[config.mk]
export PLATFORM = sky130hd
export DESIGN_NAME = heading_pid_with_angle_wrap
export DESIGN_NICKNAME = d
export VERILOG_FILES = /design/src/sv/hpid_pkg.sv /design/src/sv/hpid_ctrl.sv /design/src/sv/hpid_datapath.sv /design/src/sv/heading_pid_with_angle_wrap.sv
export SDC_FILE = /design/constraint.sdc
export NUM_CORES = 2
export LEC_CHECK = 0
export CORE_MARGIN = 1
export CORE_UTILIZATION = 55
export CTS_CLUSTER_SIZE = 16
export DETAILED_ROUTE_END_ITERATION = 8
export DONT_BUFFER_PORTS = 1
export PLACE_DENSITY = 0.81
export RECOVER_POWER = 50
export SYNTH_ARGS = -nofsm -noshare
export SYNTH_HDL_FRONTEND = slang
export SYNTH_SLANG_ARGS = --single-unit
[constraint.sdc]
create_clock -name clk -period 16.2 [get_ports clk]
set_input_delay 0.81 -clock clk [delete_from_list [all_inputs] [get_ports clk]]
set_output_delay 0.81 -clock clk [all_outputs]
set_load 0.01 [all_outputs]
[src/sv/hpid_pkg.sv]
// ----------------------------------------------------------------------------
// hpid_pkg
// Types, widths and constants shared by the heading PID controller modules.
// ----------------------------------------------------------------------------
package hpid_pkg;

    // item field widths
    localparam int ANGLE_W    = 9;
    localparam int DT_W       = 16;
    localparam int GAIN_W     = 16;
    localparam int OUT_W      = 32;
    localparam int IN_DATA_W  = 32;

    // configuration port
    localparam int CFG_IDX_W  = 2;
    localparam logic [CFG_IDX_W-1:0] CFG_GAIN_P = 2'd0;
    localparam logic [CFG_IDX_W-1:0] CFG_GAIN_I = 2'd1;
    localparam logic [CFG_IDX_W-1:0] CFG_GAIN_D = 2'd2;

    localparam logic [GAIN_W-1:0] GAIN_P_RST = 16'd3277;
    localparam logic [GAIN_W-1:0] GAIN_I_RST = 16'd410;
    localparam logic [GAIN_W-1:0] GAIN_D_RST = 16'd205;

    // internal datapath widths
    localparam int ERR_W      = 10;
    localparam int DIFF_W     = 11;
    localparam int MUL_A_W    = 17;
    localparam int MUL_B_W    = 32;
    localparam int PROD_W     = MUL_A_W + MUL_B_W;
    localparam int Q_FRAC     = 12;
    localparam int QT_W       = PROD_W - Q_FRAC;
    localparam int P_W        = 14;
    localparam int D_W        = 15;
    localparam int DIVD_W     = 14;
    localparam int ACC_W      = 33;
    localparam int SUM_W      = 38;

    localparam int DIV_CNT_W  = 4;
    localparam logic [DIV_CNT_W-1:0] DIV_LAST = 4'(DIVD_W - 1);

    localparam logic signed [ERR_W-1:0] HALF_TURN     = 10'sd180;
    localparam logic signed [ERR_W-1:0] NEG_HALF_TURN = -10'sd180;
    localparam logic signed [ERR_W-1:0] FULL_TURN     = 10'sd360;

    typedef enum logic [3:0] {
        S_IDLE,
        S_MUL_INT,
        S_ACC_INT,
        S_MUL_P,
        S_TAKE_P,
        S_MUL_I,
        S_TAKE_I,
        S_MUL_D,
        S_TAKE_D,
        S_DIV,
        S_SUM
    } state_t;

    typedef enum logic [3:0] {
        DP_NONE,
        DP_LOAD,
        DP_MUL,
        DP_ACC_INT,
        DP_TAKE_P,
        DP_TAKE_I,
        DP_TAKE_D,
        DP_DIV_STEP,
        DP_SUM
    } dp_op_t;

    typedef enum logic [1:0] {
        MUL_DT_ERR,
        MUL_GP_ERR,
        MUL_GI_INT,
        MUL_GD_DIFF
    } mul_sel_t;

    typedef struct packed {
        dp_op_t   op;
        mul_sel_t mul_sel;
    } dp_cmd_t;

    typedef struct packed {
        logic out_free;
        logic dt_zero;
    } dp_status_t;

endpackage

[src/sv/hpid_ctrl.sv]
// ----------------------------------------------------------------------------
// hpid_ctrl
// Sequencer: steps one item through multiply, integrate, divide and sum.
// ----------------------------------------------------------------------------
module hpid_ctrl (
    input  logic                clk,
    input  logic                rst_n,
    input  logic                in_valid,
    output logic                in_ready,
    input  hpid_pkg::dp_status_t status,
    output hpid_pkg::dp_cmd_t    cmd
);
    import hpid_pkg::*;

    state_t                 state_reg, state_next;
    logic [DIV_CNT_W-1:0]   div_cnt_reg, div_cnt_next;

    always_ff @(posedge clk or negedge rst_n)
    begin
        if (!rst_n)
        begin
            state_reg   <= S_IDLE;
            div_cnt_reg <= '0;
        end
        else
        begin
            state_reg   <= state_next;
            div_cnt_reg <= div_cnt_next;
        end
    end

    // next state
    always_comb
    begin
        state_next   = state_reg;
        div_cnt_next = '0;
        case (state_reg)
            S_IDLE:
            begin
                if (in_valid)
                    state_next = S_MUL_INT;
            end
            S_MUL_INT: state_next = S_ACC_INT;
            S_ACC_INT: state_next = S_MUL_P;
            S_MUL_P:   state_next = S_TAKE_P;
            S_TAKE_P:  state_next = S_MUL_I;
            S_MUL_I:   state_next = S_TAKE_I;
            S_TAKE_I:  state_next = S_MUL_D;
            S_MUL_D:   state_next = S_TAKE_D;
            S_TAKE_D:
            begin
                // skip the divider when the derivative is forced to zero
                state_next = status.dt_zero ? S_SUM : S_DIV;
            end
            S_DIV:
            begin
                if (div_cnt_reg == DIV_LAST)
                    state_next = S_SUM;
                else
                    div_cnt_next = div_cnt_reg + 1'b1;
            end
            S_SUM:
            begin
                if (status.out_free)
                    state_next = S_IDLE;
            end
            default: state_next = S_IDLE;
        endcase
    end

    // outputs
    always_comb
    begin
        in_ready    = 1'b0;
        cmd.op      = DP_NONE;
        cmd.mul_sel = MUL_DT_ERR;
        case (state_reg)
            S_IDLE:
            begin
                in_ready = 1'b1;
                if (in_valid)
                    cmd.op = DP_LOAD;
            end
            S_MUL_INT:
            begin
                cmd.op      = DP_MUL;
                cmd.mul_sel = MUL_DT_ERR;
            end
            S_ACC_INT: cmd.op = DP_ACC_INT;
            S_MUL_P:
            begin
                cmd.op      = DP_MUL;
                cmd.mul_sel = MUL_GP_ERR;
            end
            S_TAKE_P:  cmd.op = DP_TAKE_P;
            S_MUL_I:
            begin
                cmd.op      = DP_MUL;
                cmd.mul_sel = MUL_GI_INT;
            end
            S_TAKE_I:  cmd.op = DP_TAKE_I;
            S_MUL_D:
            begin
                cmd.op      = DP_MUL;
                cmd.mul_sel = MUL_GD_DIFF;
            end
            S_TAKE_D:  cmd.op = DP_TAKE_D;
            S_DIV:     cmd.op = DP_DIV_STEP;
            S_SUM:
            begin
                if (status.out_free)
                    cmd.op = DP_SUM;
            end
            default:   cmd.op = DP_NONE;
        endcase
    end

`ifndef SYNTH
    a_div_cnt_range: assert property (@(posedge clk) disable iff (!rst_n)
        (state_reg == S_DIV) |-> (div_cnt_reg <= DIV_LAST))
        else $error("divider step count out of range");

    a_accept_starts: assert property (@(posedge clk) disable iff (!rst_n)
        (in_valid && in_ready) |=> (state_reg == S_MUL_INT) && !in_ready)
        else $error("accepted item did not start the sequence");
`endif

endmodule

[src/sv/hpid_datapath.sv]
// ----------------------------------------------------------------------------
// hpid_datapath
// Gains, PID state, shared multiplier, restoring divider and output register.
// ----------------------------------------------------------------------------
module hpid_datapath (
    input  logic                                    clk,
    input  logic                                    rst_n,
    input  logic                                    cfg_we,
    input  logic [hpid_pkg::CFG_IDX_W-1:0]          cfg_index,
    input  logic [hpid_pkg::GAIN_W-1:0]             cfg_data,
    input  logic signed [hpid_pkg::ANGLE_W-1:0]     in_angle,
    input  logic                                    in_camera,
    input  logic [hpid_pkg::DT_W-1:0]               in_dt,
    input  hpid_pkg::dp_cmd_t                       cmd,
    output hpid_pkg::dp_status_t                    status,
    output logic                                    out_valid,
    input  logic                                    out_ready,
    output logic [hpid_pkg::OUT_W-1:0]              out_drive,
    output logic                                    out_sat
);
    import hpid_pkg::*;

    // truncate toward zero after dropping the Q4.12 fraction
    function automatic logic signed [QT_W-1:0] q_trunc(input logic signed [PROD_W-1:0] v);
        logic signed [PROD_W-1:0] b;
        b = v + (v[PROD_W-1] ? PROD_W'((1 << Q_FRAC) - 1) : PROD_W'(0));
        return b[PROD_W-1:Q_FRAC];
    endfunction

    logic [GAIN_W-1:0]          gain_p_reg, gain_i_reg, gain_d_reg;
    logic signed [OUT_W-1:0]    integ_reg;
    logic signed [ERR_W-1:0]    prev_err_reg;
    logic signed [ERR_W-1:0]    err_reg;
    logic [DT_W-1:0]            dt_reg;
    logic signed [PROD_W-1:0]   prod_reg;
    logic signed [P_W-1:0]      p_reg;
    logic signed [QT_W-1:0]     i_reg;
    logic [DIVD_W-1:0]          divd_reg;
    logic [DT_W-1:0]            rem_reg;
    logic                       d_neg_reg;
    logic                       hit_reg;
    logic                       out_valid_reg;
    logic [OUT_W-1:0]           out_drive_reg;
    logic                       out_sat_reg;

    logic signed [ERR_W-1:0]    err_raw, err_wrap;
    logic signed [DIFF_W-1:0]   diff;
    logic signed [MUL_A_W-1:0]  mul_a;
    logic signed [MUL_B_W-1:0]  mul_b;
    logic signed [PROD_W-1:0]   prod_full;
    logic signed [ACC_W-1:0]    acc;
    logic                       acc_ovf;
    logic signed [OUT_W-1:0]    acc_sat;
    logic signed [PROD_W-1:0]   prod_mag;
    logic [DT_W+1:0]            trial;
    logic signed [D_W-1:0]      d_val;
    logic signed [SUM_W-1:0]    sum;
    logic                       sum_ovf;
    logic [OUT_W-1:0]           sum_sat;

    // error against a zero target, wrapped once unless in camera mode
    always_comb
    begin
        err_raw  = ERR_W'(0) - ERR_W'(in_angle);
        err_wrap = err_raw;
        if (!in_camera)
        begin
            if (err_raw > HALF_TURN)
                err_wrap = err_raw - FULL_TURN;
            else if (err_raw < NEG_HALF_TURN)
                err_wrap = err_raw + FULL_TURN;
        end
    end

    assign diff = DIFF_W'(err_reg) - DIFF_W'(prev_err_reg);

    // shared multiplier operand select
    always_comb
    begin
        case (cmd.mul_sel)
            MUL_DT_ERR:
            begin
                mul_a = {1'b0, dt_reg};
                mul_b = MUL_B_W'(err_reg);
            end
            MUL_GP_ERR:
            begin
                mul_a = {1'b0, gain_p_reg};
                mul_b = MUL_B_W'(err_reg);
            end
            MUL_GI_INT:
            begin
                mul_a = {1'b0, gain_i_reg};
                mul_b = integ_reg;
            end
            MUL_GD_DIFF:
            begin
                mul_a = {1'b0, gain_d_reg};
                mul_b = MUL_B_W'(diff);
            end
            default:
            begin
                mul_a = '0;
                mul_b = '0;
            end
        endcase
    end

    assign prod_full = mul_a * mul_b;

    // saturating integral update
    always_comb
    begin
        acc     = ACC_W'(integ_reg) + prod_reg[ACC_W-1:0];
        acc_ovf = acc[ACC_W-1] != acc[ACC_W-2];
        if (acc_ovf)
            acc_sat = acc[ACC_W-1] ? {1'b1, {(OUT_W-1){1'b0}}} : {1'b0, {(OUT_W-1){1'b1}}};
        else
            acc_sat = acc[OUT_W-1:0];
    end

    assign prod_mag = prod_reg[PROD_W-1] ? -prod_reg : prod_reg;

    // one restoring division step: shift in the next dividend bit
    assign trial = {1'b0, rem_reg, divd_reg[DIVD_W-1]} - {2'b00, dt_reg};

    // final sum with output clamp
    always_comb
    begin
        if (dt_reg == '0)
            d_val = '0;
        else if (d_neg_reg)
            d_val = -D_W'(divd_reg);
        else
            d_val = D_W'(divd_reg);
        sum     = SUM_W'(p_reg) + SUM_W'(i_reg) + SUM_W'(d_val);
        sum_ovf = (sum[SUM_W-1:OUT_W-1] != '0) && (sum[SUM_W-1:OUT_W-1] != '1);
        if (sum_ovf)
            sum_sat = sum[SUM_W-1] ? {1'b1, {(OUT_W-1){1'b0}}} : {1'b0, {(OUT_W-1){1'b1}}};
        else
            sum_sat = sum[OUT_W-1:0];
    end

    // configuration, PID state and output valid
    always_ff @(posedge clk or negedge rst_n)
    begin
        if (!rst_n)
        begin
            gain_p_reg    <= GAIN_P_RST;
            gain_i_reg    <= GAIN_I_RST;
            gain_d_reg    <= GAIN_D_RST;
            integ_reg     <= '0;
            prev_err_reg  <= '0;
            out_valid_reg <= 1'b0;
        end
        else
        begin
            if (cfg_we)
            begin
                case (cfg_index)
                    CFG_GAIN_P: gain_p_reg <= cfg_data;
                    CFG_GAIN_I: gain_i_reg <= cfg_data;
                    CFG_GAIN_D: gain_d_reg <= cfg_data;
                    default:    ;
                endcase
            end
            if (cmd.op == DP_ACC_INT)
                integ_reg <= acc_sat;
            if (cmd.op == DP_SUM)
            begin
                prev_err_reg  <= err_reg;
                out_valid_reg <= 1'b1;
            end
            else if (out_ready)
                out_valid_reg <= 1'b0;
        end
    end

    // working registers
    always_ff @(posedge clk)
    begin
        case (cmd.op)
            DP_LOAD:
            begin
                err_reg <= err_wrap;
                dt_reg  <= in_dt;
            end
            DP_MUL:     prod_reg <= prod_full;
            DP_ACC_INT: hit_reg  <= acc_ovf;
            DP_TAKE_P:  p_reg    <= P_W'(q_trunc(prod_reg));
            DP_TAKE_I:  i_reg    <= q_trunc(prod_reg);
            DP_TAKE_D:
            begin
                divd_reg  <= prod_mag[Q_FRAC +: DIVD_W];
                rem_reg   <= '0;
                d_neg_reg <= prod_reg[PROD_W-1];
            end
            DP_DIV_STEP:
            begin
                if (trial[DT_W+1])
                    rem_reg <= {rem_reg[DT_W-2:0], divd_reg[DIVD_W-1]};
                else
                    rem_reg <= trial[DT_W-1:0];
                divd_reg <= {divd_reg[DIVD_W-2:0], ~trial[DT_W+1]};
            end
            DP_SUM:
            begin
                out_drive_reg <= sum_sat;
                out_sat_reg   <= hit_reg | sum_ovf;
            end
            default: ;
        endcase
    end

    assign status.out_free = !out_valid_reg || out_ready;
    assign status.dt_zero  = (dt_reg == '0);
    assign out_valid       = out_valid_reg;
    assign out_drive       = out_drive_reg;
    assign out_sat         = out_sat_reg;

`ifndef SYNTH
    a_sum_needs_room: assert property (@(posedge clk) disable iff (!rst_n)
        (cmd.op == DP_SUM) |-> (!out_valid_reg || out_ready))
        else $error("result written over an unread result");

    a_zero_dt_holds_integral: assert property (@(posedge clk) disable iff (!rst_n)
        (cmd.op == DP_ACC_INT && dt_reg == '0) |=> (integ_reg == $past(integ_reg)))
        else $error("integral moved with zero elapsed time");
`endif

endmodule

[src/sv/heading_pid_with_angle_wrap.sv]
// ----------------------------------------------------------------------------
// heading_pid_with_angle_wrap
// Heading PID controller with angle wrap, stream in and stream out.
// ----------------------------------------------------------------------------
// After an item is accepted the sequencer runs the integral update, the
// P, I and D products, the divider and the sum that raises m_tvalid; the
// divider is skipped at zero elapsed_ms. No new item is taken before the sum;
// the 14-step restoring divider for the derivative term is the longest part.
// A finished result waits in the output register while the next item runs.
// Reset: gains return to 3277/410/205, integral and previous error clear.
// ----------------------------------------------------------------------------
module heading_pid_with_angle_wrap (
    input  logic                                clk,
    input  logic                                rst_n,
    input  logic                                cfg_we,
    input  logic [hpid_pkg::CFG_IDX_W-1:0]      cfg_index,
    input  logic [hpid_pkg::GAIN_W-1:0]         cfg_data,
    input  logic                                s_tvalid,
    output logic                                s_tready,
    input  logic [hpid_pkg::IN_DATA_W-1:0]      s_tdata,   // measured_angle[8:0], elapsed_ms[24:9]
    input  logic                                s_tuser,   // camera_mode
    output logic                                m_tvalid,
    input  logic                                m_tready,
    output logic [hpid_pkg::OUT_W-1:0]          m_tdata,   // drive_value[31:0]
    output logic                                m_tuser    // saturated
);
    import hpid_pkg::*;

    dp_cmd_t    cmd;
    dp_status_t status;

    hpid_ctrl u_ctrl (
        .clk      (clk),
        .rst_n    (rst_n),
        .in_valid (s_tvalid),
        .in_ready (s_tready),
        .status   (status),
        .cmd      (cmd)
    );

    hpid_datapath u_datapath (
        .clk       (clk),
        .rst_n     (rst_n),
        .cfg_we    (cfg_we),
        .cfg_index (cfg_index),
        .cfg_data  (cfg_data),
        .in_angle  (s_tdata[ANGLE_W-1:0]),
        .in_camera (s_tuser),
        .in_dt     (s_tdata[ANGLE_W +: DT_W]),
        .cmd       (cmd),
        .status    (status),
        .out_valid (m_tvalid),
        .out_ready (m_tready),
        .out_drive (m_tdata),
        .out_sat   (m_tuser)
    );

endmodule
# --- Yosys cells after proc, flatten, opt, wreduce, memory -nomap -nowiden ---
# Cells that the tools add are included.
word_totals:
  ram_bits: 0
  output_inout_bits: 35
  elab_cells: 111
  rom_bits: 0
  n_memories: 0
  latchBits: 0
  input_bits: 56
  register_bits: 290
classes:
  mul: 1
  n_addsub: 12
  n_eq_ne: 29
  bitwise: 2
  shifts: 0
  magnitude_cmp: 2
  div_mod_pow: 0
  reduce_logical: 16
  muxes: 30
op_table:
  columns: ["op", "n"]
  rows:
  - ["32-bit 2-to-1 mux", 4]
  - ["32-bit one-hot mux with 3 select lines", 1]
  - ["17-bit one-hot mux with 4 select lines", 1]
  - ["49-bit by 13-bit adder with 49-bit output", 1]
  - ["17-bit by 32-bit multiplier with 49-bit output", 1]
  - ["4-bit one-hot mux with 11 select lines", 1]
  - ["14-bit by 37-bit adder with 38-bit output", 1]
  - ["38-bit by 15-bit adder with 38-bit output", 1]
  - ["33-bit adder", 1]
  - ["4-bit by 3-bit == test with 1-bit output, second input constant", 8]
  - ["16-bit one-hot mux with 2 select lines", 1]
  - ["4-bit one-hot mux with 8 select lines", 1]
  - ["10-bit 2-to-1 mux", 3]
  - ["15-bit 2-to-1 mux", 2]
  - ["14-bit one-hot mux with 2 select lines", 1]
  - ["26-bit 2-to-1 mux", 1]
  - ["26-bit negator", 1]
  - ["4-bit 2-to-1 mux", 6]
  - ["4-bit == test, second input constant", 5]
  - ["17-bit by 16-bit subtractor with 18-bit output", 1]
  - ["4-bit by 2-bit == test with 1-bit output, second input constant", 4]
  - ["16-bit zero test", 1]
  - ["16-bit 2-to-1 mux", 1]
  - ["14-bit negator with 15-bit output", 1]
  - ["31 further kinds", 43]

# --- Depth between registers and ports, before layout ---
depth:
  ltp_word: 7
  mapped_depth: 38
  ltp_nobuf: 36

# --- By module ---
# From an unflattened synthesis, not the netlist that was laid out.
hier_totals:
  cells_unflattened: 3870
  hier_area_um2: 36368.6
modules_own_cells:
  columns: ["mod", "cells_per_inst", "area_each_um2", "n_inst", "seq_area_each_um2"]
  rows:
  - ["hpid_datapath", 3810, 35818.1, 1, 8034.0]
  - ["hpid_ctrl", 60, 550.5, 1, 200.2]

# --- Worst setup path before layout ---
# Ideal clock, no wire load.
synth_timing:
  path_kind: "register -> register"
  from: "register u_ctrl.state_reg[3]"
  to: "register u_datapath.prod_reg[42] (data pin)"
  path_stages_with_launch: 29
  slack_ns: 5.736
  n_path_buf: 2
  arrival_ns: 10.329
  setup_time_ns: 0.135
  period_less_slack_ns: 10.464
  required_ns: 16.065
  cell_sequence: "dfrtp_1 nor2b_1 o21ai_1 clkbuf_1 a222oi_1 a21boi_0 clkbuf_1 nor2_1 fa_1 inv_1 fa_1 fa_1 inv_1 fa_1 fa_1 inv_1 fa_1 inv_1 ha_1 and4_1 a21boi_1 a41o_1 o221ai_2 o21bai_1 a311o_1 a221oi_2 o21ai_1 a2111o_1 nand3_1"
synth_between:
  elab_chain_cells: 6
  elab_cells_between_ends: 12
  cone_classes: "1 x mul; 6 x eq/ne; 3 x mux; 2 x reduce/logical"
synth_rtl:
  columns: ["element", "line", "text"]
  rows:
  - ["from (decl)", "hpid_ctrl.sv:15", "state_t state_reg, state_next;"]
  - ["from (signal assigned)", "hpid_ctrl.sv:27", "state_reg <= state_next;"]
  - ["4-bit by 3-bit == test with 1-bit output or 4-bit by 2-bit == test with 1-bit output (tied branches)", "hpid_ctrl.sv:77", "case (state_reg)"]
  - ["2-bit one-hot mux with 3 select lines (*)", "hpid_ctrl.sv:77", null]
  - ["2-bit by 1-bit == test with 1-bit output or 2-bit zero test (tied branches)", "hpid_datapath.sv:80", "case (cmd.mul_sel)"]
  - ["2-bit OR reduction (no line)", null, null]
  - ["32-bit one-hot mux with 3 select lines", "hpid_datapath.sv:80", null]
  - ["17-bit by 32-bit multiplier with 49-bit output (*)", "hpid_datapath.sv:109", "assign prod_full = mul_a * mul_b;"]
  - ["net u_datapath.prod_full[42]", "hpid_datapath.sv:50", "logic signed [PROD_W-1:0] prod_full;"]
  - ["to (signal assigned)", "hpid_datapath.sv:188", "DP_MUL: prod_reg <= prod_full;"]
  - ["to (decl)", "hpid_datapath.sv:35", "logic signed [PROD_W-1:0] prod_reg;"]
# Mark *: on every way through the listed nets, which the timed path passes. The rest lies on a longest branch. The select of a mux whose other input is x is not followed.
# A chain may end at the register's enable or synchronous reset.

# --- Final worst setup path ---
layout_timing:
  from: "register u_ctrl.state_reg[0]"
  to: "register u_datapath.prod_reg[42] (data pin)"
# The elaborated chain is that of the path after synthesis.

==> flow_metrics.tcl <==
set metrics [dict create \
    die_h_microns 261 \
    syn_to_final_growth_pct 5.51 \
    largest_reg_flops 49 \
    postSynthAreaPerCell_sq_um 9.24 \
    clkTransAtPathRegs_ns 0.07 \
    critPathCaptureType "flop" \
    max_slew_margin -2.09 \
    grt_max_degree 83 \
    ys_seq_elements 290 \
    async_flop_share 0.341 \
    syn_inst 4001 \
    antenna_found_initial 0 \
    drt_iter0_markers 2591 \
    yosysWarnings 0 \
    synth-edff-count 191 \
    finalNetCount 4759 \
    report.final.slew_viol_count 280 \
    hold_ws_ns 0.0494 \
    wl_per_cell_microns 19.5 \
    violations "DRC, capacitance limit, slew limit" \
    rrSetupSlack_ns 4.63 \
    final_antenna_net_count 0 \
    drc_errors 7 \
    cp-start-kind "flop" \
    hold_violations 0 \
    grt_first_pass_wirelength_mm 153 \
    wl_mm 94.0 \
    required_ns 16.64 \
    fp.dieW_microns 261 \
    vias 28714 \
    drive_above_1_share 0.0587 \
    slowest_delay_ns 2.06 \
    cts_tree "yes" \
    synth-seq-area-share 0.223 \
    grt_overflow 0 \
    globalplace.congestion 0.964 \
    outcome "complete, but fails checks" \
    critPathArrivalTime_ns 12.01 \
    pin_count 91 \
    worstSetupPathType "flop to flop" \
    final.period_utilization 0.714 \
    dieArea_sq_um 68300 \
    ys_types 89 \
    dp_hpwl_mm 73.6 \
    synth_area_sq_um 37000 \
    hp-class "input pin to asynchronous set/reset pin" \
    setup_viol 0 \
    cpMaxStageDelayCell "clkbuf_1" \
    cts_setup_buffers 0 \
    cts_max_path_buffers 3 \
    cts_hold_buf 1 \
    cts.sinks 290 \
    coreArea_sq_um 66100 \
    worst_pin_slew_ns 4.64 \
    clock_skew_ns 0.0344 \
    core.rowCount 94 \
    rsz0062_at_grt "false" \
    htree_levels 1 \
    finalWorstPathRequiredPeriod_ns 11.57 \
    via_per_inst 5.94 \
    grt_use_total 0.283 \
    portBuffers 0 \
    syn-num-nets 4816 \
    finalSetupTns_ns 0 \
    cp_max_fo 52 \
    insertedDiodeCount 0 \
    grt_pass1_vias 29526 \
    start_util 0.559 \
    fmax_mhz 86.4 \
    cts_buffers 28 \
    cp_common_cell "fa_1" \
    cts_resized 0 \
    max-cap-violations 6 \
    drt-pass1-iter-count 9 \
    root_buffer "clkbuf_16" \
    insertion_delay_ns 0.60 \
    synth-main-ff-cell "edfxtp_1" \
]
final timing paths:
kind,start,end,cells after the start
min in group clk,s_tdata[11],u_datapath.dt_reg[2]$_DFFE_PN_,0
worst min register to register,u_ctrl.div_cnt_reg[0]$_DFF_PN0_,u_ctrl.div_cnt_reg[0]$_DFF_PN0_,1
worst max-delay path,u_ctrl.state_reg[0]$_DFFE_PN0P_,u_datapath.prod_reg[42]$_DFFE_PN_,30
worst max register to register,u_ctrl.state_reg[0]$_DFFE_PN0P_,u_datapath.prod_reg[42]$_DFFE_PN_,30
worst min-delay path,rst_n,u_datapath.gain_p_reg[11]$_DFFE_PN1P_,0
max in group asynchronous,rst_n,u_datapath.integ_reg[25]$_DFFE_PN0N_,1
metal layers:
layer / vias up / GRT usage / share of wire
li1: 12919 / - / -
met1: 14190 / 0.374 / 0.40
met2: 1344 / 0.464 / 0.46
met3: 261 / 0.0513 / 0.094
met4: 0 / 0.109 / 0.041
met5: - / 0 / 0
cell usage after synthesis (20+ instances only):
library cell  count  share of area
xnor2_1         118          0.028
or3_1            26         0.0044
nand4_1          28         0.0047
mux2_2           49          0.015
o21ai_1          31         0.0042
dfrtp_1          82          0.055
a221oi_1         20         0.0047
and3_1           26         0.0044
edfxtp_1        191           0.16
o21ai_0         140          0.019
xor2_1           78          0.018
o22ai_1          23         0.0039
o221ai_1         25         0.0059
fa_1            530           0.29
ha_1            229          0.077
o211ai_1         24         0.0049
nor2_1          377          0.038
nor2b_1          20         0.0034
a21o_1           63          0.013
nand2_1         457          0.046
inv_1           691          0.070
nor3_1           43         0.0058
nand3_1          57         0.0077
clkbuf_1        140          0.014
nand2b_1         57         0.0096
a21oi_1         162          0.022
critical path: cells and delay by family (launching register included):
family / cells / cell delay (ns)
adders and majority gates: 7 / 3.53
AOI/OAI and AO/OA: 12 / 3.37
buffers and inverters: 7 / 2.91
and+or+nand+nor: 4 / 1.00
DFF: 1 / 0.55
layout make-up:
class | instances | area [sq um]
clock buffer | 34 | 733
sequential | 290 | 8230
tap | 864 | 1080
inverter | 692 | 2600
fill | 5393 | 27100
clock inverter | 18 | 256
multi-input combinational | 2863 | 25600
timing repair buffer | 69 | 495
kinds of logic (layout without fill, tap and decap cells):
group                      count (synthesis)  in the layout  share of synthesized area
DFF                                      290            290                      0.223
adders and majority gates                768            768                      0.367
muxes                                     55             55                     0.0165
buffers and inverters                    848            813                     0.0865
AOI/OAI and AO/OA                        661            661                      0.117
xor gates and xnor gates                 196            196                     0.0464
and+or+nand+nor                         1183           1183                      0.144
cells in the final DEF (no fill, tap or decap), drive strengths merged, types with 40 or more instances in the layout:
master	n
nor3	44
a21o	63
nor2	377
dfrtp	82
inv	692
nand2	457
clkbuf	40
nand2b	57
mux2	49
o21ai	172
buf	63
fa	530
nand3	57
xor2	78
a21oi	162
ha	229
xnor2	118
edfxtp	191
stage by stage:
step           utilization  cell area (sq um)  cells  setup slack [ns]
3_5_place_dp         0.576              38100   4777              5.82
5_1_grt              0.590              39000   4830              4.01
6_report             0.590              39000   4830              4.63
3_3_place_gp         0.576              38100   4777              6.03
2_1_floorplan            -              37000   4001              5.74
4_1_cts              0.591              39100   4830              5.75
Power is not shown: default switching activity piles up to over one toggle a cycle in this logic, so the estimate is an artifact.
